[src/rtl/core/uvs_pkg.sv]
// ----------------------------------------------------------------------------
// uvs_pkg
// Shared types, constants and tables of the UV sphere vertex generator.
// ----------------------------------------------------------------------------
`timescale 1ns / 1ps

package uvs_pkg;

    localparam int MAX_RES_DEF       = 1024;
    localparam int FRAC_BITS_DEF     = 16;
    localparam int CORDIC_STAGES_DEF = 16;

    // restoring divider: one quotient bit per cell, quotient up to 2^32
    localparam int DIV_CELLS = 33;

    // CORDIC start value 0.607252935 in Q30
    localparam logic signed [33:0] KGAIN = 34'sd652032874;

    localparam logic [1:0] CFG_THETA  = 2'd0;
    localparam logic [1:0] CFG_PHI    = 2'd1;
    localparam logic [1:0] CFG_RADIUS = 2'd2;

    localparam logic [2:0] KIND_POS  = 3'd0;
    localparam logic [2:0] KIND_NORM = 3'd1;
    localparam logic [2:0] KIND_TEX  = 3'd2;
    localparam logic [2:0] KIND_TAN  = 3'd3;
    localparam logic [2:0] KIND_BIN  = 3'd4;
    localparam logic [2:0] KIND_TRI  = 3'd5;
    localparam logic [2:0] KIND_INV  = 3'd6;

    typedef struct packed {
        logic       func;
        logic [9:0] ring;
        logic [9:0] segment;
    } t_in_beat;

    typedef struct packed {
        logic [2:0]         kind;
        logic signed [31:0] comp_x;
        logic signed [31:0] comp_y;
        logic signed [31:0] comp_z;
        logic               last;
    } t_out_beat;

    // item data that rides alongside the arithmetic
    typedef struct packed {
        logic        func;
        logic        bad;
        logic [20:0] base;
        logic [31:0] tex_u;
        logic [31:0] tex_v;
    } t_side;

    typedef struct packed {
        logic [11:0] rem;
        logic [32:0] quo;
    } t_div_lane;

    typedef struct packed {
        logic signed [33:0] x;
        logic signed [33:0] y;
        logic signed [33:0] z;
        logic               flip;
    } t_rot_lane;

    typedef struct packed {
        logic [2:0]  kind;
        logic [31:0] x;
        logic [31:0] y;
        logic [31:0] z;
    } t_res;

    typedef struct packed {
        logic [2:0] cnt;
        t_res [4:0] ent;
    } t_res_set;

    // arctangent of 2^-i in binary-angle units (2^32 per turn)
    function automatic logic signed [33:0] atan_val(input int idx);
        logic signed [33:0] v;
        case (idx)
            0:       v = 34'sd536870912;
            1:       v = 34'sd316933406;
            2:       v = 34'sd167458907;
            3:       v = 34'sd85004756;
            4:       v = 34'sd42667331;
            5:       v = 34'sd21354465;
            6:       v = 34'sd10679838;
            7:       v = 34'sd5340245;
            8:       v = 34'sd2670163;
            9:       v = 34'sd1335087;
            10:      v = 34'sd667544;
            11:      v = 34'sd333772;
            12:      v = 34'sd166886;
            13:      v = 34'sd83443;
            14:      v = 34'sd41722;
            15:      v = 34'sd20861;
            16:      v = 34'sd10430;
            17:      v = 34'sd5215;
            18:      v = 34'sd2608;
            19:      v = 34'sd1304;
            20:      v = 34'sd652;
            21:      v = 34'sd326;
            22:      v = 34'sd163;
            23:      v = 34'sd81;
            default: v = 34'sd0;
        endcase
        return v;
    endfunction

endpackage

[src/rtl/core/uvs_div_cell.sv]
// ----------------------------------------------------------------------------
// uvs_div_cell
// One restoring-division cell: settles one quotient bit for each angle lane.
// ----------------------------------------------------------------------------
`timescale 1ns / 1ps

module uvs_div_cell (
    input  logic              i_clk,
    input  logic              i_rst_n,
    input  logic              i_en,
    input  logic              i_valid,
    input  uvs_pkg::t_side    i_side,
    input  logic [10:0]       i_div_t,
    input  logic [10:0]       i_div_p,
    input  uvs_pkg::t_div_lane i_lane_t,
    input  uvs_pkg::t_div_lane i_lane_p,
    output logic              o_valid,
    output uvs_pkg::t_side    o_side,
    output uvs_pkg::t_div_lane o_lane_t,
    output uvs_pkg::t_div_lane o_lane_p
);

    function automatic uvs_pkg::t_div_lane div_step(input uvs_pkg::t_div_lane l,
                                                    input logic [10:0] d);
        logic               ge;
        logic [11:0]        r;
        uvs_pkg::t_div_lane o;
        ge    = l.rem >= {1'b0, d};
        r     = ge ? l.rem - {1'b0, d} : l.rem;
        o.rem = {r[10:0], 1'b0};
        o.quo = {l.quo[31:0], ge};
        return o;
    endfunction

    logic               r_valid;
    uvs_pkg::t_side     r_side;
    uvs_pkg::t_div_lane r_lane_t;
    uvs_pkg::t_div_lane r_lane_p;
    uvs_pkg::t_div_lane n_lane_t;
    uvs_pkg::t_div_lane n_lane_p;

    assign n_lane_t = div_step(i_lane_t, i_div_t);
    assign n_lane_p = div_step(i_lane_p, i_div_p);

    always_ff @(posedge i_clk) begin
        if (!i_rst_n) begin
            r_valid <= 1'b0;
        end else if (i_en) begin
            r_valid <= i_valid;
        end
    end

    always_ff @(posedge i_clk) begin
        if (i_en) begin
            r_side   <= i_side;
            r_lane_t <= n_lane_t;
            r_lane_p <= n_lane_p;
        end
    end

    assign o_valid  = r_valid;
    assign o_side   = r_side;
    assign o_lane_t = r_lane_t;
    assign o_lane_p = r_lane_p;

endmodule

[config.mk]
export PLATFORM = sky130hd
export DESIGN_NAME = uvs_div_cell
export DESIGN_NICKNAME = d
export VERILOG_FILES = /design/src/rtl/core/uvs_pkg.sv /design/src/rtl/core/uvs_div_cell.sv
export SDC_FILE = /design/constraint.sdc
export NUM_CORES = 1
export LEC_CHECK = 0
export ABC_AREA = 1
export BUFFER_PORTS_ARGS = -buffer_cell sky130_fd_sc_hd__clkbuf_2
export CAP_MARGIN = 25
export CORE_AREA = 2 2 150 152
export DETAILED_ROUTE_END_ITERATION = 10
export DIE_AREA = 0 0 152 154
export HOLD_SLACK_MARGIN = 0.1
export PLACE_DENSITY = 0.69
export SYNTH_ARGS = -nofsm -noshare
export SYNTH_HDL_FRONTEND = slang
export SYNTH_SLANG_ARGS = --single-unit
[constraint.sdc]
create_clock -name i_clk -period 1.6 [get_ports i_clk]
set_input_delay 0.16 -clock i_clk [delete_from_list [all_inputs] [get_ports i_clk]]
set_output_delay 0.16 -clock i_clk [all_outputs]
set_load 0.02 [all_outputs]
Yosys cells after proc, flatten, opt, wreduce, memory -nomap -nowiden:

Cells that the tools add are included.

* div/mod/pow operators: 0
* shift-type cells: 0
* multipliers: 0
* eq/ne operators: 0
* add/sub/neg operators: 2
* reduce and logical (&&, ||, !) cells: 0
* mux-type cells: 2
* magnitude comparators: 2
* bitwise logic cells: 0

Operator list (number)
* >= comparator 12 x 11 -> 1 bit: 2
* two-way mux 11 bit: 2
* subtractor 11 bit: 2

* latch bits: 0
* flip-flop bits (word level): 176
* logic and storage cells: 16
* output and inout bits: 178
* memory bits (read-only): 0
* input port bits: 203
* bits in writable memories: 0
* memories kept: 0

Depth between registers and ports, before layout:

* depth after elaboration: 2
* mapped depth: 11
* depth with buffers taken out: 11

Worst setup path before layout:

Ideal clock, no wire load.

* path type: in2reg
* from: input port i_lane_t[33] (netlist bit)
* to: register r_lane_t (netlist bit o_lane_t[36]), data pin
* library setup time: 0.254 ns
* buffers on the path: 1
* arrival: 1.412 ns
* path slack: -0.066 ns
* stages: 10
* data required time: 1.346 ns
* cells stage by stage: inv_1 ha_1 fa_1 inv_1 nand3_1 nand3_2 nand2_4 nand4_4 buf_12 o21ai_2

RTL lines
* start: declaration: RTL line uvs_div_cell.sv:15 `input uvs_pkg::t_div_lane i_lane_t,`
* end signal: assignment: RTL line uvs_div_cell.sv:56 `r_lane_t <= n_lane_t;`
* end: declaration: RTL line uvs_div_cell.sv:37 `uvs_pkg::t_div_lane r_lane_t;`

Worst setup path after layout:

* from: input port i_div_t[9]
* to: register r_lane_t (netlist bit o_lane_t[0]), data pin

* word-level cells in the longest chain between the ends: 1

Ends and longest elaborated chain
* start: declaration: RTL line uvs_div_cell.sv:13 `input logic [10:0] i_div_t,`
* >= comparator 12 x 11 -> 1 bit: RTL line uvs_div_cell.sv:28 `ge = l.rem >= {1'b0, d};`

Every way passes these cells.
A chain may end at the register's enable or synchronous reset.

==> summary.md <==
| Metric | Value |
|---|---|
| Outcome | completed |
| Fin. max-slew vios | 0 |
| Die height | 154 um |
| Pre-CTS setup slack | -0.301 ns |
| Ys flop type | edfxtp_1 |
| Setup violators final | 0 |
| WL final | 24400 um |
| Critical path class | in2reg |
| TritonCTS Buffers | 17 |
| Critical path required time | around 1.8 ns |
| Hold Fails Final Rpt | 0 |
| Final instance area | 12300 sq um |
| Layout cells sized above 1 | 0.464 |
| Vias in the first global route | 6510 |
| CTS Root Cell | clkbuf_16 |
| 1st-iter DRT viols | 347 |
| Max Cap Viol | 0 |
| CTS sink cnt | 176 |
| Synth Instances | 512 |
| Worst setup EP type | flip-flop |
| Leakage | 0.00576 uW |
| Hold-fix buffer count after cts | 166 |
| GRT busiest layer | met2 |
| Vias | 6391 |
| Count leader, synth | edfxtp_1 |
| Pin count of the biggest net entering global routing | 53 |
| Met1 Use GR | 0.254 |
| Synth area leader | edfxtp_1 |
| Fmax | 0.681 GHz |
| Met2 global-route usage | 0.359 |
| Skew-Pair Late Insertion Delay | roughly 0.41 ns |
| Synthesized area | around 7200 sq um |
| Slew @ Worst Pin | 0.601 ns |
| CTS resizes | 0 |
| Worst setup margin | 0.132 ns |
| Ys async rst share | 0 |
| Met3 usage | 0.0493 |
| DRT Pass-1 Iters | 5 |
| Sequential area share after synthesis | 0.730 |
| Clk_skew | 0 ns |
| Min Tclk post-route | around 1.5 ns |
| Tot GR Track Use | 0.207 |
| H-tree depth | 4 |
| Pwr Density | 1010 nW/um^2 |
| Layout Nets | 1360 |
| RSZ-0062 raised after global routing | false |
| CTS tree | yes |
| Die W | ~150 um |
| Initial Util | 0.333 |
| Core area | around 22000 sq um |
| Placed wire-length estimate | 16900 um |
| Number of flops mapped to enable cells by yosys | 175 |
| Placed inst area | 10000 sq um |
| Post-route core utilization | 0.565 |
| Synth warn | 0 |
| Post-route DRC | 0 |
| Netlist cell types | 33 |
| Synthesis-to-finish area growth | 69.5% |
| Critical Path Fanout Max | 17 |
| Critical path startpoint category | input port |
| First-pass GRT wire length | 37000 um |
| Antenna violation net count after detailed routing | 0 |
| Final global-route overflow total | 0 |
| Period utilisation layout | 0.917 |
| Die area | 23400 sq um |
| #FFs+latches synth | 176 |
| DR WL/cell | around 17 um |
| Critical path arrival | around 1.6 ns |
| I/O pins | between 300 and 400 |
| Hold WC Path Type | in2reg |
| Synth area leaders | edfxtp_1 (73%), nand2_1 (5.7%), ha_1 (3.8%) |
| Post-CTS setup buffers | 0 |
| GPL Wtd Cong | 0.857 |
| Port bufs | 376 |
| Initial antenna violation count | 1 |
| Share of the synthesized area in the top cell type | 0.727 |
| Syn_area_per_cell | 14.1 sq um |
| Top post-synthesis cells by count | edfxtp_1 (175), nand2_1 (109), inv_1 (71) |
| FP Rows | 54 |
| Drt via density | approximately 4.5 |
| Worst-path clk slew | 0.07 ns |
| Relative slew slack | 0.598 |
| Clk buf depth | 2 |
| VDD IR-drop max | 669 uV |
## power by group
| group | total [uW] | internal (uW) | switching [uW] |
|---|---|---|---|
| combinational | 2580 | 1110 | 1470 |
| clock | 4170 | 2110 | 2050 |
| sequential | 5670 | 5540 | 134 |
## worst paths after layout
path           startpoint  cells after the start  slack [ns]      endpoint
min          i_lane_t[43]                      3        0.12  o_lane_t[44]
max reg2reg       o_valid                      3        0.42       o_valid
min reg2reg       o_valid                      3        1.10       o_valid
max            i_div_t[9]                      8        0.13   o_lane_t[0]
## critical path, stage by stage
cell and delay (ns):
clkbuf_2 0.08, inv_1 0.03, ha_1 0.36, nand2_1 0.11, nand2_1 0.08, a21oi_2 0.20
nand4_4 0.34, buf_4 0.26
## cell type report
cell class / instances / area, sq um
repair buffers: 607 / 4090
inverters: 75 / 283
multi-input cells: 256 / 1670
flip-flops and latches: 176 / 5280
diodes: 1 / 2.50
fillers: 1754 / 9430
well taps: 280 / 350
clock inverters: 14 / 163
clock buffers: 18 / 429
## sequential cells by signal, indices dropped and copies added, names as in the netlist
signal    flops
o_lane_p     44
o_valid       1
o_lane_t     44
o_side       87
## cell families after synthesis
group	synth area share
xor+xnor	0.00727
flops	0.730
compound gates	0.0180
fa+ha+maj	0.0436
other cells	0.000519
simple gates	0.153
buf+inv	0.0481
## stage by stage
step	hold WS (ns)	total power, uW	std cells	setup TNS [ns]
2_1_floorplan	0.253	6900	513	0
3_3_place_gp	0.337	7930	1228	-3.88
3_5_place_dp	0.339	7980	1228	-4.76
4_1_cts	0.107	12500	1426	0
5_1_grt	0.117	12900	1427	0
6_report	0.125	12400	1427	0
## layer usage
metal,routed length [um],vias up
met2,12500,263
met3,1350,37
met5,0,-
li1,-,3031
met4,619,0
met1,9900,3060
## cells in the final DEF, fill, tap and decap left out, drive strengths merged, types with 4 or more instances in the layout
master / count
a21oi: 9
buf: 66
clkbuf: 393
clkinv: 7
dlygate4sd3: 166
edfxtp: 175
ha: 22
inv: 82
nand2: 120
nand3: 30
nand3b: 8
nand4: 20
nor2: 22
o21ai: 11
xor2: 4
No activity file was read; power rests on OpenSTA's default activity.
