### src/rtl/core/uvs_pkg.sv
// ----------------------------------------------------------------------------
// uvs_pkg
// Shared types, constants and tables of the UV sphere vertex generator.
// ----------------------------------------------------------------------------
`timescale 1ns / 1ps

package uvs_pkg;

    localparam int MAX_RES_DEF       = 1024;
    localparam int FRAC_BITS_DEF     = 16;
    localparam int CORDIC_STAGES_DEF = 16;

    // restoring divider: one quotient bit per cell, quotient up to 2^32
    localparam int DIV_CELLS = 33;

    // CORDIC start value 0.607252935 in Q30
    localparam logic signed [33:0] KGAIN = 34'sd652032874;

    localparam logic [1:0] CFG_THETA  = 2'd0;
    localparam logic [1:0] CFG_PHI    = 2'd1;
    localparam logic [1:0] CFG_RADIUS = 2'd2;

    localparam logic [2:0] KIND_POS  = 3'd0;
    localparam logic [2:0] KIND_NORM = 3'd1;
    localparam logic [2:0] KIND_TEX  = 3'd2;
    localparam logic [2:0] KIND_TAN  = 3'd3;
    localparam logic [2:0] KIND_BIN  = 3'd4;
    localparam logic [2:0] KIND_TRI  = 3'd5;
    localparam logic [2:0] KIND_INV  = 3'd6;

    typedef struct packed {
        logic       func;
        logic [9:0] ring;
        logic [9:0] segment;
    } t_in_beat;

    typedef struct packed {
        logic [2:0]         kind;
        logic signed [31:0] comp_x;
        logic signed [31:0] comp_y;
        logic signed [31:0] comp_z;
        logic               last;
    } t_out_beat;

    // item data that rides alongside the arithmetic
    typedef struct packed {
        logic        func;
        logic        bad;
        logic [20:0] base;
        logic [31:0] tex_u;
        logic [31:0] tex_v;
    } t_side;

    typedef struct packed {
        logic [11:0] rem;
        logic [32:0] quo;
    } t_div_lane;

    typedef struct packed {
        logic signed [33:0] x;
        logic signed [33:0] y;
        logic signed [33:0] z;
        logic               flip;
    } t_rot_lane;

    typedef struct packed {
        logic [2:0]  kind;
        logic [31:0] x;
        logic [31:0] y;
        logic [31:0] z;
    } t_res;

    typedef struct packed {
        logic [2:0] cnt;
        t_res [4:0] ent;
    } t_res_set;

    // arctangent of 2^-i in binary-angle units (2^32 per turn)
    function automatic logic signed [33:0] atan_val(input int idx);
        logic signed [33:0] v;
        case (idx)
            0:       v = 34'sd536870912;
            1:       v = 34'sd316933406;
            2:       v = 34'sd167458907;
            3:       v = 34'sd85004756;
            4:       v = 34'sd42667331;
            5:       v = 34'sd21354465;
            6:       v = 34'sd10679838;
            7:       v = 34'sd5340245;
            8:       v = 34'sd2670163;
            9:       v = 34'sd1335087;
            10:      v = 34'sd667544;
            11:      v = 34'sd333772;
            12:      v = 34'sd166886;
            13:      v = 34'sd83443;
            14:      v = 34'sd41722;
            15:      v = 34'sd20861;
            16:      v = 34'sd10430;
            17:      v = 34'sd5215;
            18:      v = 34'sd2608;
            19:      v = 34'sd1304;
            20:      v = 34'sd652;
            21:      v = 34'sd326;
            22:      v = 34'sd163;
            23:      v = 34'sd81;
            default: v = 34'sd0;
        endcase
        return v;
    endfunction

endpackage

### src/rtl/core/uvs_serializer.sv
// ----------------------------------------------------------------------------
// uvs_serializer
// Holds one item's result set and hands it out one beat per cycle while the receiver does not stall.
// ----------------------------------------------------------------------------
`timescale 1ns / 1ps

module uvs_serializer (
    input  logic               i_clk,
    input  logic               i_rst_n,
    input  logic               i_load,
    input  uvs_pkg::t_res_set  i_set,
    input  logic               i_out_stall,
    output logic               o_free,
    output logic               o_out_valid,
    output uvs_pkg::t_out_beat o_out_data
);

    logic              r_valid;
    logic [2:0]        r_idx;
    uvs_pkg::t_res_set r_set;
    logic              take;
    logic              at_last;
    uvs_pkg::t_res     cur;

    assign at_last = (r_idx == r_set.cnt - 3'd1);
    assign take    = r_valid && !i_out_stall;
    assign o_free  = !r_valid || (take && at_last);
    assign cur     = r_set.ent[r_idx];

    always_ff @(posedge i_clk) begin
        if (!i_rst_n) begin
            r_valid <= 1'b0;
            r_idx   <= 3'd0;
        end else if (i_load) begin
            r_valid <= 1'b1;
            r_idx   <= 3'd0;
        end else if (take && at_last) begin
            r_valid <= 1'b0;
        end else if (take) begin
            r_idx <= r_idx + 3'd1;
        end
    end

    always_ff @(posedge i_clk) begin
        if (i_load) begin
            r_set <= i_set;
        end
    end

    assign o_out_valid       = r_valid;
    assign o_out_data.kind   = cur.kind;
    assign o_out_data.comp_x = cur.x;
    assign o_out_data.comp_y = cur.y;
    assign o_out_data.comp_z = cur.z;
    assign o_out_data.last   = at_last;

endmodule

### config.mk
export PLATFORM = sky130hd
export DESIGN_NAME = uvs_serializer
export DESIGN_NICKNAME = d
export VERILOG_FILES = /design/src/rtl/core/uvs_pkg.sv /design/src/rtl/core/uvs_serializer.sv
export SDC_FILE = /design/constraint.sdc
export NUM_CORES = 1
export LEC_CHECK = 0
export BUFFER_PORTS_ARGS = -buffer_cell sky130_fd_sc_hd__buf_4
export CELL_PAD_IN_SITES_DETAIL_PLACEMENT = 1
export CELL_PAD_IN_SITES_GLOBAL_PLACEMENT = 1
export CORE_AREA = 4 4 233 235
export CTS_BUF_LIST = sky130_fd_sc_hd__clkbuf_4
export DETAILED_ROUTE_END_ITERATION = 6
export DIE_AREA = 0 0 237 239
export MAX_ROUTING_LAYER = met4
export PLACE_DENSITY_LB_ADDON = 0.15
export RECOVER_POWER = 100
export SLEW_MARGIN = 20
export SYNTH_ARGS = -nofsm -noshare
export SYNTH_HDL_FRONTEND = slang
export SYNTH_SLANG_ARGS = --single-unit
### constraint.sdc
create_clock -name i_clk -period 2.6 [get_ports i_clk]
set_input_delay 0.65 -clock i_clk [delete_from_list [all_inputs] [get_ports i_clk]]
set_output_delay 0.65 -clock i_clk [all_outputs]
set_load 0.01 [all_outputs]
# Word-level counts from Yosys, hierarchy flattened
# Cells that the tools add are included.
totals:
  regBits: 502
  inputBits: 502
  out_inout_bits: 102
  wordCells: 41
op_classes:
  addsub: 2
  magnitude_cmp: 1
  eq_ne: 1
  muxes: 4
  bitwise: 2
  n_reduce_logical: 8
op_table:
  columns: ["operator", "count"]
  rows:
  - ["$bmux W99 S3", 1]
  - ["$mux W99", 1]
  - ["$lt A3 B4 Y1 const B", 1]
  - ["$add A3 B1 Y3 const B", 1]
  - ["$eq A3 B3 Y1", 1]
  - ["$sub A3 B1 Y3 const B", 1]
  - ["$logic_and A1 B1 Y1", 2]
  - ["$logic_not A1 Y1", 2]
  - ["$mux W1", 2]
  - ["$not A1 Y1", 2]
  - ["$reduce_and A2 Y1", 1]
  - ["$reduce_bool A2 Y1", 1]
  - ["$reduce_or A2 Y1", 1]
  - ["$logic_or A1 B1 Y1", 1]

# Longest topological paths before layout
depth:
  depth_word: 5
  mapped_depth: 8
  depth_no_buf: 6

# Worst setup path after synthesis
# Ideal clock, no wire load.
synth_path:
  path_type: "reg-to-output"
  startpoint: "reg r_set[495] (netlist name)"
  endpoint: "out o_free"
  arrival_time_ns: 1.514
  t_required_ns: 1.950
  setup_slack_ns: 0.436
  path_stages_with_launch: 6
  n_path_buf: 0
  cell_sequence: "edfxtp_1 > inv_1 > ha_1 > xor2_1 > nand3_1 > o21ai_0"
synth_between:
  elab_chain_len: 4
synth_lines:
  columns: ["item", "line_no", "rtl"]
  rows:
  - ["from (decl)", "uvs_serializer.sv:20", "uvs_pkg::t_res_set r_set;"]
  - ["from (signal assigned)", "uvs_serializer.sv:46", "r_set <= i_set;"]
  - ["$sub A3 B1 Y3", "uvs_serializer.sv:25", "assign at_last = (r_idx == r_set.cnt - 3'd1);"]
  - ["$eq A3 B3 Y1", "uvs_serializer.sv:25", null]
  - ["$logic_and A1 B1 Y1", "uvs_serializer.sv:27", "assign o_free = !r_valid || (take && at_last);"]
  - ["$logic_or A1 B1 Y1", "uvs_serializer.sv:27", null]
  - ["to (decl)", "uvs_serializer.sv:13", "output logic o_free,"]
# No other way between the ends.

==> flow_summary.yaml <==
detailed_routing:
  drtPass1Iterations: 6
  routedWlPerCell_um: 26.2
  vias: 14900
  wl_mm: 80.3
  drc_errors: 0
  antenna_left: 0
  drt-initial-drc-count: 1070
  via_per_inst: 4.84
placed_design:
  dp_slack_ns: 0.277
  portBuffers: 603
  routabilityCongestion: 0.807
  placed_cell_area_um2: 24600
  place_hpwl_mm: 42.9
sta:
  max_slew_margin_pct: 0.299
  hold_ws_ns: 0.208
  final.setup.worst_slack_ns: -0.628
  slew_viol_final: 0
  grt_setup_unrepaired: "true"
  worstMarginPinSlew_ns: 1.50
  period_minus_slack_ns: 3.23
  finalSetupViolations: 285
  max_freq_ghz: 0.310
  clock_skew_ns: 0.0256
  hold_viol: 0
  fin_crit_sh_pct: 124
logic_synthesis:
  syn_inst: 975
  syn_avg_cell_area_um2: 19.6
  yosysSeqAreaShare_pct: 78.9
  ys_types: 32
  yosys_warnings: 0
  syn_nets: 1479
  netlist_area_um2: 19100
  synth-seq-cells: 502
cts:
  cts_inserted_buffers: 141
  clk_latency_ns: 0.92
  clock_sinks: 502
  h-tree-depth: 4
  cts_tree: "done"
  cts_buffer_depth: 3
  clk_pin_slew_ns: 0.06
  ctsRootBufferMaster: "clkbuf_4"
power_and_ir_drop:
  peakVddDrop_mv: 0.406
  leakage_nw: 12.6
  power.density_nw_per_um2: 612
grt:
  grt_overflow_total: 0
  grt_util_all_layers_pct: 28.7
  first_global_vias: 17300
  antenna_found_initial: 34
  grt_max_degree: 93
  grt_pass1_wl_mm: 115
outcome:
  violations: "max-capacitance violations, negative setup slack"
  outcome: "complete, but fails checks"
floorplanning:
  dieArea_um2: 56600
  die_h_um: 239
  start_util_pct: 36.5
  rows: 84
  ios: 604
  die_x_um: 237
  design.core.area_um2: 52200
finish:
  design_area_um2: 32300
  fill_cells: 4911
  layout_common_cells: "656 x clkbuf_4, 501 x dlygate4sd3_1, 498 x edfxtp_1"
  fin_util_pct: 61.9
  final_common_cell: "clkbuf_4"
  drive_gt1_share_pct: 46.3
  area_delta_synth_final_pct: 69.5
  final_nets: 2756
worst_hold_path:
  hold_path_depth: 4
  holdCritPathClass: "in2reg"
  worstHoldStart: "i_rst_n"
  min_to: "r_idx[2]$_SDFFE_PP0P_"
critical_path:
  setup.worst_path.class: "reg2out"
  rrSetupSlack_ns: 0.49
  critPathBufInv: 5
  crit_path_end_kind: "output port"
  rr_endpoint: "o_out_valid$_SDFFE_PN0P_"
  cpMaxStageDelayCell: "mux4_2"
  cp_top_family: "buffers and inverters"
  path_common_cell: "buf_12"
  cp_max_fo: 7
  critPathRequiredTime_ns: 1.95
  cp-start-kind: "register"
  crit_arrival_ns: 2.58
  path_cells: "buf_12 > buf_12 > buf_16 > mux4_2 > inv_2 > o21ai_1 > buf_4"
  r2r-start: "r_idx[0]$_SDFFE_PP0P_"
  reg2regPathDepth: 10
  crit_path_max_incr_delay_ns: 0.52
run:
  cap_viol_max_count: 1
## tightest hold or removal path, stage by stage
cell and delay (ns):
buf_4 0.11, and3b_1 0.15, nand4_1 0.09, nand4b_1 0.09
## kinds of logic (layout without fill, tap and decap cells)
| family | count (synthesis) | in the layout | share of synthesized area (%) |
|---|---|---|---|
| flops | 502 | 502 | 78.9 |
| buf+inv | 149 | 1520 | 3.61 |
| simple gates | 113 | 113 | 2.43 |
| compound gates | 105 | 105 | 2.87 |
| mux | 101 | 101 | 11.8 |
| xor+xnor | 3 | 3 | 0.308 |
| fa+ha+maj | 2 | 2 | 0.131 |
| other cells | 0 | 36 | 0 |
## metrics by stage
step,power (mW),cells,TNS (ns)
floorplan,10.4,975,0
global placement,11.5,2251,0
detailed placement,11.6,2251,0
CTS,19.6,3030,-74.02
global route,20.6,3069,-113.91
finish,19.8,3070,-77.02
## cells in the mapped netlist
library cell	number	area share (%)
edfxtp_1	498	78
nand2_1	102	2.0
inv_1	101	2.0
mux4_2	99	12
o21ai_1	67	1.8
o21ai_0	34	0.89
buf_2	19	0.50
clkbuf_1	11	0.22
buf_6	8	0.47
buf_4	6	0.24
dfxtp_1	4	0.42
buf_8	2	0.16
clkinv_1	2	0.039
ha_1	2	0.13
mux2i_1	2	0.10
nand2b_1	2	0.066
a211o_1	1	0.046
a21oi_1	1	0.026
a31oi_4	1	0.11
and3b_1	1	0.046
nand3_1	1	0.026
nand4_1	1	0.033
nand4b_1	1	0.046
nand4bb_1	1	0.059
nor2_1	1	0.020
nor2b_1	1	0.033
nor3_1	1	0.026
nor3b_2	1	0.066
o211ai_1	1	0.039
xnor3_1	1	0.12
xor2_1	1	0.046
xor2_4	1	0.14
## power breakdown
group	switching [mW]	leakage [nW]	internal, mW
Sequential	0.230	4.91	9.61
Clock	3.69	1.04	3.76
Combinational	1.00	6.60	1.49
Total	4.92	12.6	14.8
## worst max path at each step
| stage | from | endpoint | slack, ns | depth (start not counted) |
|---|---|---|---|---|
| global route | r_idx[0]$_SDFFE_PP0P_ | o_out_data[57] | -0.80 | 7 |
| global placement | r_idx[1]$_SDFFE_PP0P_ | o_out_data[50] | 0.27 | 6 |
| detailed placement | r_idx[1]$_SDFFE_PP0P_ | o_out_data[15] | 0.28 | 6 |
| finish | r_idx[0]$_SDFFE_PP0P_ | o_out_data[69] | -0.63 | 7 |
| floorplan | r_set[495]$_DFFE_PP_ | o_free | 0.44 | 5 |
| CTS | r_idx[0]$_SDFFE_PP0P_ | o_out_data[79] | -0.80 | 7 |
## cell type report
class	instances	area (µm²)	share of cell area, %
sequential	502	15000	46.5
timing repair buffer	1180	10700	33.0
multi-input combinational	324	3550	11.0
clock buffer	209	1570	4.85
tap	688	861	2.66
inverter	103	387	1.20
clock inverter	28	141	0.437
antenna	36	90.1	0.279
## flip-flops by register name, summed over array words and instances (netlist names)
| register | cells |
|---|---|
| o_out_valid | 1 |
| r_idx | 3 |
| r_set | 498 |
## what timing repair did
item / 4_1_cts / 5_1_grt
buffers inserted: 26 / 4
hold buffers: 501 / 0
gates resized for setup: 129 / 102
pin swaps: 2 / 3
setup endpoints to repair: 101 / 101
hold endpoints to repair: 510 / 0
gates cloned: 15 / 5
## layer usage
metal	share of wire, %	vias up	GRT usage (%)
li1	-	6458	-
met1	36	7516	31.6
met2	54	725	49.4
met3	6.6	153	7.94
met4	3.2	0	12.1
met5	0	-	-
Power figures use the tool's default switching activity.
