`src/rtl/core/uvs_pkg.sv`:
```
// ----------------------------------------------------------------------------
// uvs_pkg
// Shared types, constants and tables of the UV sphere vertex generator.
// ----------------------------------------------------------------------------
`timescale 1ns / 1ps

package uvs_pkg;

    localparam int MAX_RES_DEF       = 1024;
    localparam int FRAC_BITS_DEF     = 16;
    localparam int CORDIC_STAGES_DEF = 16;

    // restoring divider: one quotient bit per cell, quotient up to 2^32
    localparam int DIV_CELLS = 33;

    // CORDIC start value 0.607252935 in Q30
    localparam logic signed [33:0] KGAIN = 34'sd652032874;

    localparam logic [1:0] CFG_THETA  = 2'd0;
    localparam logic [1:0] CFG_PHI    = 2'd1;
    localparam logic [1:0] CFG_RADIUS = 2'd2;

    localparam logic [2:0] KIND_POS  = 3'd0;
    localparam logic [2:0] KIND_NORM = 3'd1;
    localparam logic [2:0] KIND_TEX  = 3'd2;
    localparam logic [2:0] KIND_TAN  = 3'd3;
    localparam logic [2:0] KIND_BIN  = 3'd4;
    localparam logic [2:0] KIND_TRI  = 3'd5;
    localparam logic [2:0] KIND_INV  = 3'd6;

    typedef struct packed {
        logic       func;
        logic [9:0] ring;
        logic [9:0] segment;
    } t_in_beat;

    typedef struct packed {
        logic [2:0]         kind;
        logic signed [31:0] comp_x;
        logic signed [31:0] comp_y;
        logic signed [31:0] comp_z;
        logic               last;
    } t_out_beat;

    // item data that rides alongside the arithmetic
    typedef struct packed {
        logic        func;
        logic        bad;
        logic [20:0] base;
        logic [31:0] tex_u;
        logic [31:0] tex_v;
    } t_side;

    typedef struct packed {
        logic [11:0] rem;
        logic [32:0] quo;
    } t_div_lane;

    typedef struct packed {
        logic signed [33:0] x;
        logic signed [33:0] y;
        logic signed [33:0] z;
        logic               flip;
    } t_rot_lane;

    typedef struct packed {
        logic [2:0]  kind;
        logic [31:0] x;
        logic [31:0] y;
        logic [31:0] z;
    } t_res;

    typedef struct packed {
        logic [2:0] cnt;
        t_res [4:0] ent;
    } t_res_set;

    // arctangent of 2^-i in binary-angle units (2^32 per turn)
    function automatic logic signed [33:0] atan_val(input int idx);
        logic signed [33:0] v;
        case (idx)
            0:       v = 34'sd536870912;
            1:       v = 34'sd316933406;
            2:       v = 34'sd167458907;
            3:       v = 34'sd85004756;
            4:       v = 34'sd42667331;
            5:       v = 34'sd21354465;
            6:       v = 34'sd10679838;
            7:       v = 34'sd5340245;
            8:       v = 34'sd2670163;
            9:       v = 34'sd1335087;
            10:      v = 34'sd667544;
            11:      v = 34'sd333772;
            12:      v = 34'sd166886;
            13:      v = 34'sd83443;
            14:      v = 34'sd41722;
            15:      v = 34'sd20861;
            16:      v = 34'sd10430;
            17:      v = 34'sd5215;
            18:      v = 34'sd2608;
            19:      v = 34'sd1304;
            20:      v = 34'sd652;
            21:      v = 34'sd326;
            22:      v = 34'sd163;
            23:      v = 34'sd81;
            default: v = 34'sd0;
        endcase
        return v;
    endfunction

endpackage

```
`src/rtl/core/uvs_cordic_cell.sv`:
```
// ----------------------------------------------------------------------------
// uvs_cordic_cell
// One rotation-mode CORDIC iteration for the theta and phi lanes.
// ----------------------------------------------------------------------------
`timescale 1ns / 1ps

module uvs_cordic_cell #(
    parameter int IDX = 0
) (
    input  logic               i_clk,
    input  logic               i_rst_n,
    input  logic               i_en,
    input  logic               i_valid,
    input  uvs_pkg::t_side     i_side,
    input  uvs_pkg::t_rot_lane i_lane_t,
    input  uvs_pkg::t_rot_lane i_lane_p,
    output logic               o_valid,
    output uvs_pkg::t_side     o_side,
    output uvs_pkg::t_rot_lane o_lane_t,
    output uvs_pkg::t_rot_lane o_lane_p
);

    localparam logic signed [33:0] ATAN = uvs_pkg::atan_val(IDX);

    function automatic uvs_pkg::t_rot_lane rot_step(input uvs_pkg::t_rot_lane l);
        logic signed [33:0] dx;
        logic signed [33:0] dy;
        uvs_pkg::t_rot_lane o;
        dx     = l.y >>> IDX;
        dy     = l.x >>> IDX;
        o.flip = l.flip;
        if (!l.z[33]) begin
            o.x = l.x - dx;
            o.y = l.y + dy;
            o.z = l.z - ATAN;
        end else begin
            o.x = l.x + dx;
            o.y = l.y - dy;
            o.z = l.z + ATAN;
        end
        return o;
    endfunction

    logic               r_valid;
    uvs_pkg::t_side     r_side;
    uvs_pkg::t_rot_lane r_lane_t;
    uvs_pkg::t_rot_lane r_lane_p;
    uvs_pkg::t_rot_lane n_lane_t;
    uvs_pkg::t_rot_lane n_lane_p;

    assign n_lane_t = rot_step(i_lane_t);
    assign n_lane_p = rot_step(i_lane_p);

    always_ff @(posedge i_clk) begin
        if (!i_rst_n) begin
            r_valid <= 1'b0;
        end else if (i_en) begin
            r_valid <= i_valid;
        end
    end

    always_ff @(posedge i_clk) begin
        if (i_en) begin
            r_side   <= i_side;
            r_lane_t <= n_lane_t;
            r_lane_p <= n_lane_p;
        end
    end

    assign o_valid  = r_valid;
    assign o_side   = r_side;
    assign o_lane_t = r_lane_t;
    assign o_lane_p = r_lane_p;

endmodule

```
`config.mk`:
```
export PLATFORM = sky130hd
export DESIGN_NAME = uvs_cordic_cell
export DESIGN_NICKNAME = d
export VERILOG_FILES = /design/src/rtl/core/uvs_pkg.sv /design/src/rtl/core/uvs_cordic_cell.sv
export SDC_FILE = /design/constraint.sdc
export NUM_CORES = 1
export LEC_CHECK = 0
export ABC_CLOCK_PERIOD_IN_PS = 4800
export CORE_UTILIZATION = 35
export CTS_CLUSTER_SIZE = 12
export DETAILED_ROUTE_END_ITERATION = 12
export DONT_BUFFER_PORTS = 1
export GPL_TIMING_DRIVEN = 1
export PLACE_DENSITY = 0.61
export SLEW_MARGIN = 20
export SYNTH_ARGS = -nofsm -noshare
export SYNTH_HDL_FRONTEND = slang
export SYNTH_SLANG_ARGS = --single-unit
export TNS_END_PERCENT = 30
```
`constraint.sdc`:
```
create_clock -name i_clk -period 4.8 [get_ports i_clk]
set_input_delay 0.24 -clock i_clk [delete_from_list [all_inputs] [get_ports i_clk]]
set_output_delay 0.24 -clock i_clk [all_outputs]
set_load 0.1 [all_outputs]
```
Yosys cells after proc, flatten, opt, wreduce, memory -nomap -nowiden
Cells that the tools add are included.
{"block": "totals", "ff_bits": 294, "input_bits": 297, "wordCells": 26}
{"block": "classes", "add_sub_neg": 10, "n_mux": 2}
{"cell": "102-bit 2-to-1 mux", "n": 2}
{"cell": "34-bit subtractor", "n": 4}
{"cell": "34-bit by 31-bit adder with 34-bit output, second input constant", "n": 2}
{"cell": "34-bit adder", "n": 2}
{"cell": "34-bit by 31-bit subtractor with 34-bit output, second input constant", "n": 2}

Logic depth before layout (Yosys ltp)
{"block": "depth", "depth_word": 2, "mapped_depth": 12, "depth_no_buf": 12}

Worst setup path after synthesis
No wires, ideal clock.
{"block": "synth_path", "kind": "input port to flip-flop", "from": "input port i_lane_p[35] (netlist bit)", "to": "register r_lane_p (netlist bit o_lane_p[61]) (data pin)", "setup_time_ns": 0.267, "arrival_ns": 2.597, "slack_ns": 1.936, "cell_stages": 11, "path_buffers": 0, "cell_sequence": "ha_1 -> fa_1 -> nor2b_1 -> o211ai_2 -> a21oi_1 -> a21oi_4 -> o41ai_2 -> and4_1 -> or4_4 -> a21o_1 -> xnor2_1"}
{"element": "start: declaration", "line": "uvs_cordic_cell.sv:16", "text": "input uvs_pkg::t_rot_lane i_lane_p,"}
{"element": "end signal: assignment", "line": "uvs_cordic_cell.sv:66", "text": "r_lane_p <= n_lane_p;"}
{"element": "end: declaration", "line": "uvs_cordic_cell.sv:47", "text": "uvs_pkg::t_rot_lane r_lane_p;"}

==> out/qor.yml <==
synth:
  synth.most_common_cell: "edfxtp_1"
  synth-seq-cells: 292
  synth.area.mux_share: 0.00971
  yosysSeqAreaShare: 0.425
  synth_area_leaders: "edfxtp_1 (42%), ha_1 (12%), a21oi_1 (6.2%), xnor2_1 (4.8%), inv_1 (3.8%)"
  synthXorXnorAreaFrac: 0.0556
  synth_commonest_cells: "edfxtp_1 (291), a21oi_1 (254), inv_1 (209)"
  avgSynthCellArea_um2: 9.61
  synth_fa_ha_area_frac: 0.132
  syn-num-nets: 2654
  yosys.area.top_type: "edfxtp_1"
  netlist_instances: 2145
  synth_top_family_by_area: "compound AO/OA/AOI/OAI gates"
  synthFlopType: "edfxtp_1"
  yosys.area_share.simple: 0.116
  yosysWarnings: 0
  synth_top_area_frac: 0.424
  synth.distinct_cells: 78
  async_reset_ff_frac: 0
  syn_area_mm2: 0.0206
  synth_compound_area_frac: 0.204
  synth-edff-count: 291
floorplanning:
  initial_core_util: 0.356
  die_w_um: 245
  fp.dieH_um: 245
  die_area_mm2: 0.0599
  core_area_mm2: 0.0579
  rows: 88
  pin_count: 591
global_route:
  grt_use_total: 0.247
  grt_pass1_wl_um: 112000
  grt_pass1_vias: 17100
  antenna_found_initial: 2
  gr-total-overflow: 0
  grt_max_degree: 293
cells_and_area:
  drive_gt1_frac: 0.0412
  area_growth_pct: 17.2
  final_nets: 2770
  finalInstanceArea_mm2: 0.0242
  antenna_cells: 0
  n_fill_cell: 5619
  multi_input_area_mm2: 0.0107
  register_area_mm2: 0.00876
  final_core_util: 0.417
cts:
  clock_latency_ps: 560
  root_buffer: "clkbuf_16"
  clkTransAtPathRegs_ps: 60
  cts.path.max_buffers: 3
  cts_tree: "yes"
  h-tree-depth: 2
  clock_sinks: 292
  numCtsBuffers: 36
critical_path:
  endpoint_kind: "flop"
  path_common_cell: "a21oi_1"
  cp_max_fo: 16
  reg2regPathDepth: 3
  rr_endpoint: "o_valid"
  worst_ep_arrival_time_ps: 3630
  critical-path-top-delay-family: "simple AND/OR/NAND/NOR gates"
  max_stage_delay_ps: 670
  reg2reg_slack_ps: 2930
  cp_slowest_cell: "ha_1"
  cp_data_required_time_ps: 5100
  path_cells: "inv_1 -> ha_1 -> nand3_1 -> or3_1 -> a211oi_1 -> nand3b_1 -> a21oi_1 -> o21ai_1 -> or4b_1 -> a21oi_1 -> xnor2_1"
  crit-reg2reg-launch: "o_valid"
  startpoint_type: "input port"
  path_buf_inv: 1
  path_class: "input port to flop"
place:
  gp_congestion: 0.983
  dp_hpwl_um: 57700
  place_area_mm2: 0.0213
  io_buffers: 0
timing:
  layout_min_cycle_time_ps: 3320
  hold_viol_final: 0
  fin_setup_tns_ps: 0
  max_freq_mhz: 301
  worst_pin_slew_ps: 1160
  clock_skew_ps: 0
  slew_violations: 0
  fin_crit_sh: 0.692
  rsz0062_at_grt: "no"
  relSlewSlack: 0.221
  setup_viol: 0
route:
  postRouteAntennaNets: 0
  firstDrtPassIters: 5
  drc: 0
  wire_per_inst_um: 25.6
  viasPerCell: 5.77
  drt_iter0_drc: 1663
  vias: 17600
  wirelength_um: 77900
power_and_ir_drop:
  p_leak_uw: 0.00956
  vdd_ir_drop_max_uv: 367
  p_per_area_mw_per_mm2: 430
min_path:
  hold_path_end: "o_lane_p[69]"
  hold_start: "i_lane_p[35]"
  hold_path.class: "input port to flop"
  min_path_cells: 3
run_status:
  status: "complete, no violations"
run:
  maxCapViolCount: 0
-- per-stage QoR --
step	cells	hold slack (ps)	power, uW	setup slack (ps)
final	3049	42.2	10400	1480
after global routing	3049	17.9	10700	1440
after CTS	3046	-231	10400	1700
after detailed placement	2826	339	7380	1110
after global placement	2826	339	7390	1060
after floorplan	2145	339	6820	1940
-- worst register-to-register path, cell delays in order (launching register included) --
cell and delay, ps:
dfxtp_1 960, mux2i_1 160, nor2b_1 140, dlygate4sd3_1 550
-- layout make-up --
type,count,share of cell area
Multi-Input combinational cell,1545,0.442
Clock inverter,19,0.0107
Tap cell,765,0.0396
Timing Repair Buffer,169,0.0735
Inverter,217,0.0337
Sequential cell,292,0.363
Clock buffer,42,0.0382
-- registers in the layout (all words and copies together) (netlist names) --
name and cells:
o_side 87, o_lane_t 102, o_lane_p 102, o_valid 1
-- where the power goes --
| part | total, uW | internal [uW] | switching, uW |
|---|---|---|---|
| clock network | 2810 | 1660 | 1150 |
| registers | 5670 | 3240 | 2420 |
| logic | 1900 | 707 | 1200 |
-- cell usage in the layout (no fill, tap or decap), types with 7 or more instances in the layout --
cell type,netlist,routed
fa_1,8,8
mux2i_1,20,20
nor3_1,46,46
edfxtp_1,291,291
o31ai_1,17,17
o2111ai_1,7,7
o31a_1,7,7
a31o_2,7,7
nand2_1,104,104
a21oi_1,254,254
and2_1,7,7
a21o_1,42,42
a221oi_1,7,7
dlygate4sd3_1,0,158
or3_1,8,8
xnor2_1,112,112
ha_1,204,204
clkbuf_16,0,36
a2111oi_0,8,8
inv_1,209,209
a211oi_1,20,20
nand2b_1,25,25
o211ai_1,26,26
nor2b_1,25,25
clkinv_1,7,12
a211o_1,7,7
xor2_1,19,19
o21ai_0,145,145
or2_2,13,13
nand4_1,26,26
a31oi_1,28,28
o21a_1,7,7
nor4_1,23,23
nor2_1,168,168
nand3_1,31,31
o21bai_1,41,41
-- what timing repair did --
action | in CTS | in global routing
endpoints found under the hold margin | 481 | 140
hold buffers | 159 | 3
buffers inserted | 0 | 0
resized for setup | 0 | 0
-- routing by layer --
| layer | up-vias | share of wire | track usage |
|---|---|---|---|
| met5 | - | 0.00017 | 0 |
| met4 | 2 | 0.038 | 0.0873 |
| met3 | 145 | 0.092 | 0.0687 |
| met2 | 893 | 0.48 | 0.413 |
| met1 | 8573 | 0.39 | 0.302 |
| li1 | 7968 | - | - |
-- cells by family (layout without fill, tap and decap cells) --
group	count (synthesis)	in the layout
xor gates and xnor gates	131	131
AOI/OAI and AO/OA	681	681
adders and majority gates	212	212
buffers and inverters	308	447
DFF	292	292
and+or+nand+nor	501	501
muxes	20	20
-- worst max-delay path by stage --
stage                 start  slack [ps]  cells after the start            to
4_1_cts        i_lane_t[42]        1700                     11  o_lane_t[95]
3_5_place_dp   i_lane_t[42]        1110                     11  o_lane_t[95]
3_3_place_gp   i_lane_t[51]        1060                     11  o_lane_t[95]
6_report       i_lane_t[51]        1480                     11  o_lane_t[95]
2_1_floorplan  i_lane_p[35]        1940                     11  o_lane_p[61]
5_1_grt        i_lane_t[51]        1440                     11  o_lane_t[95]
(Power assumes the default switching activity.)
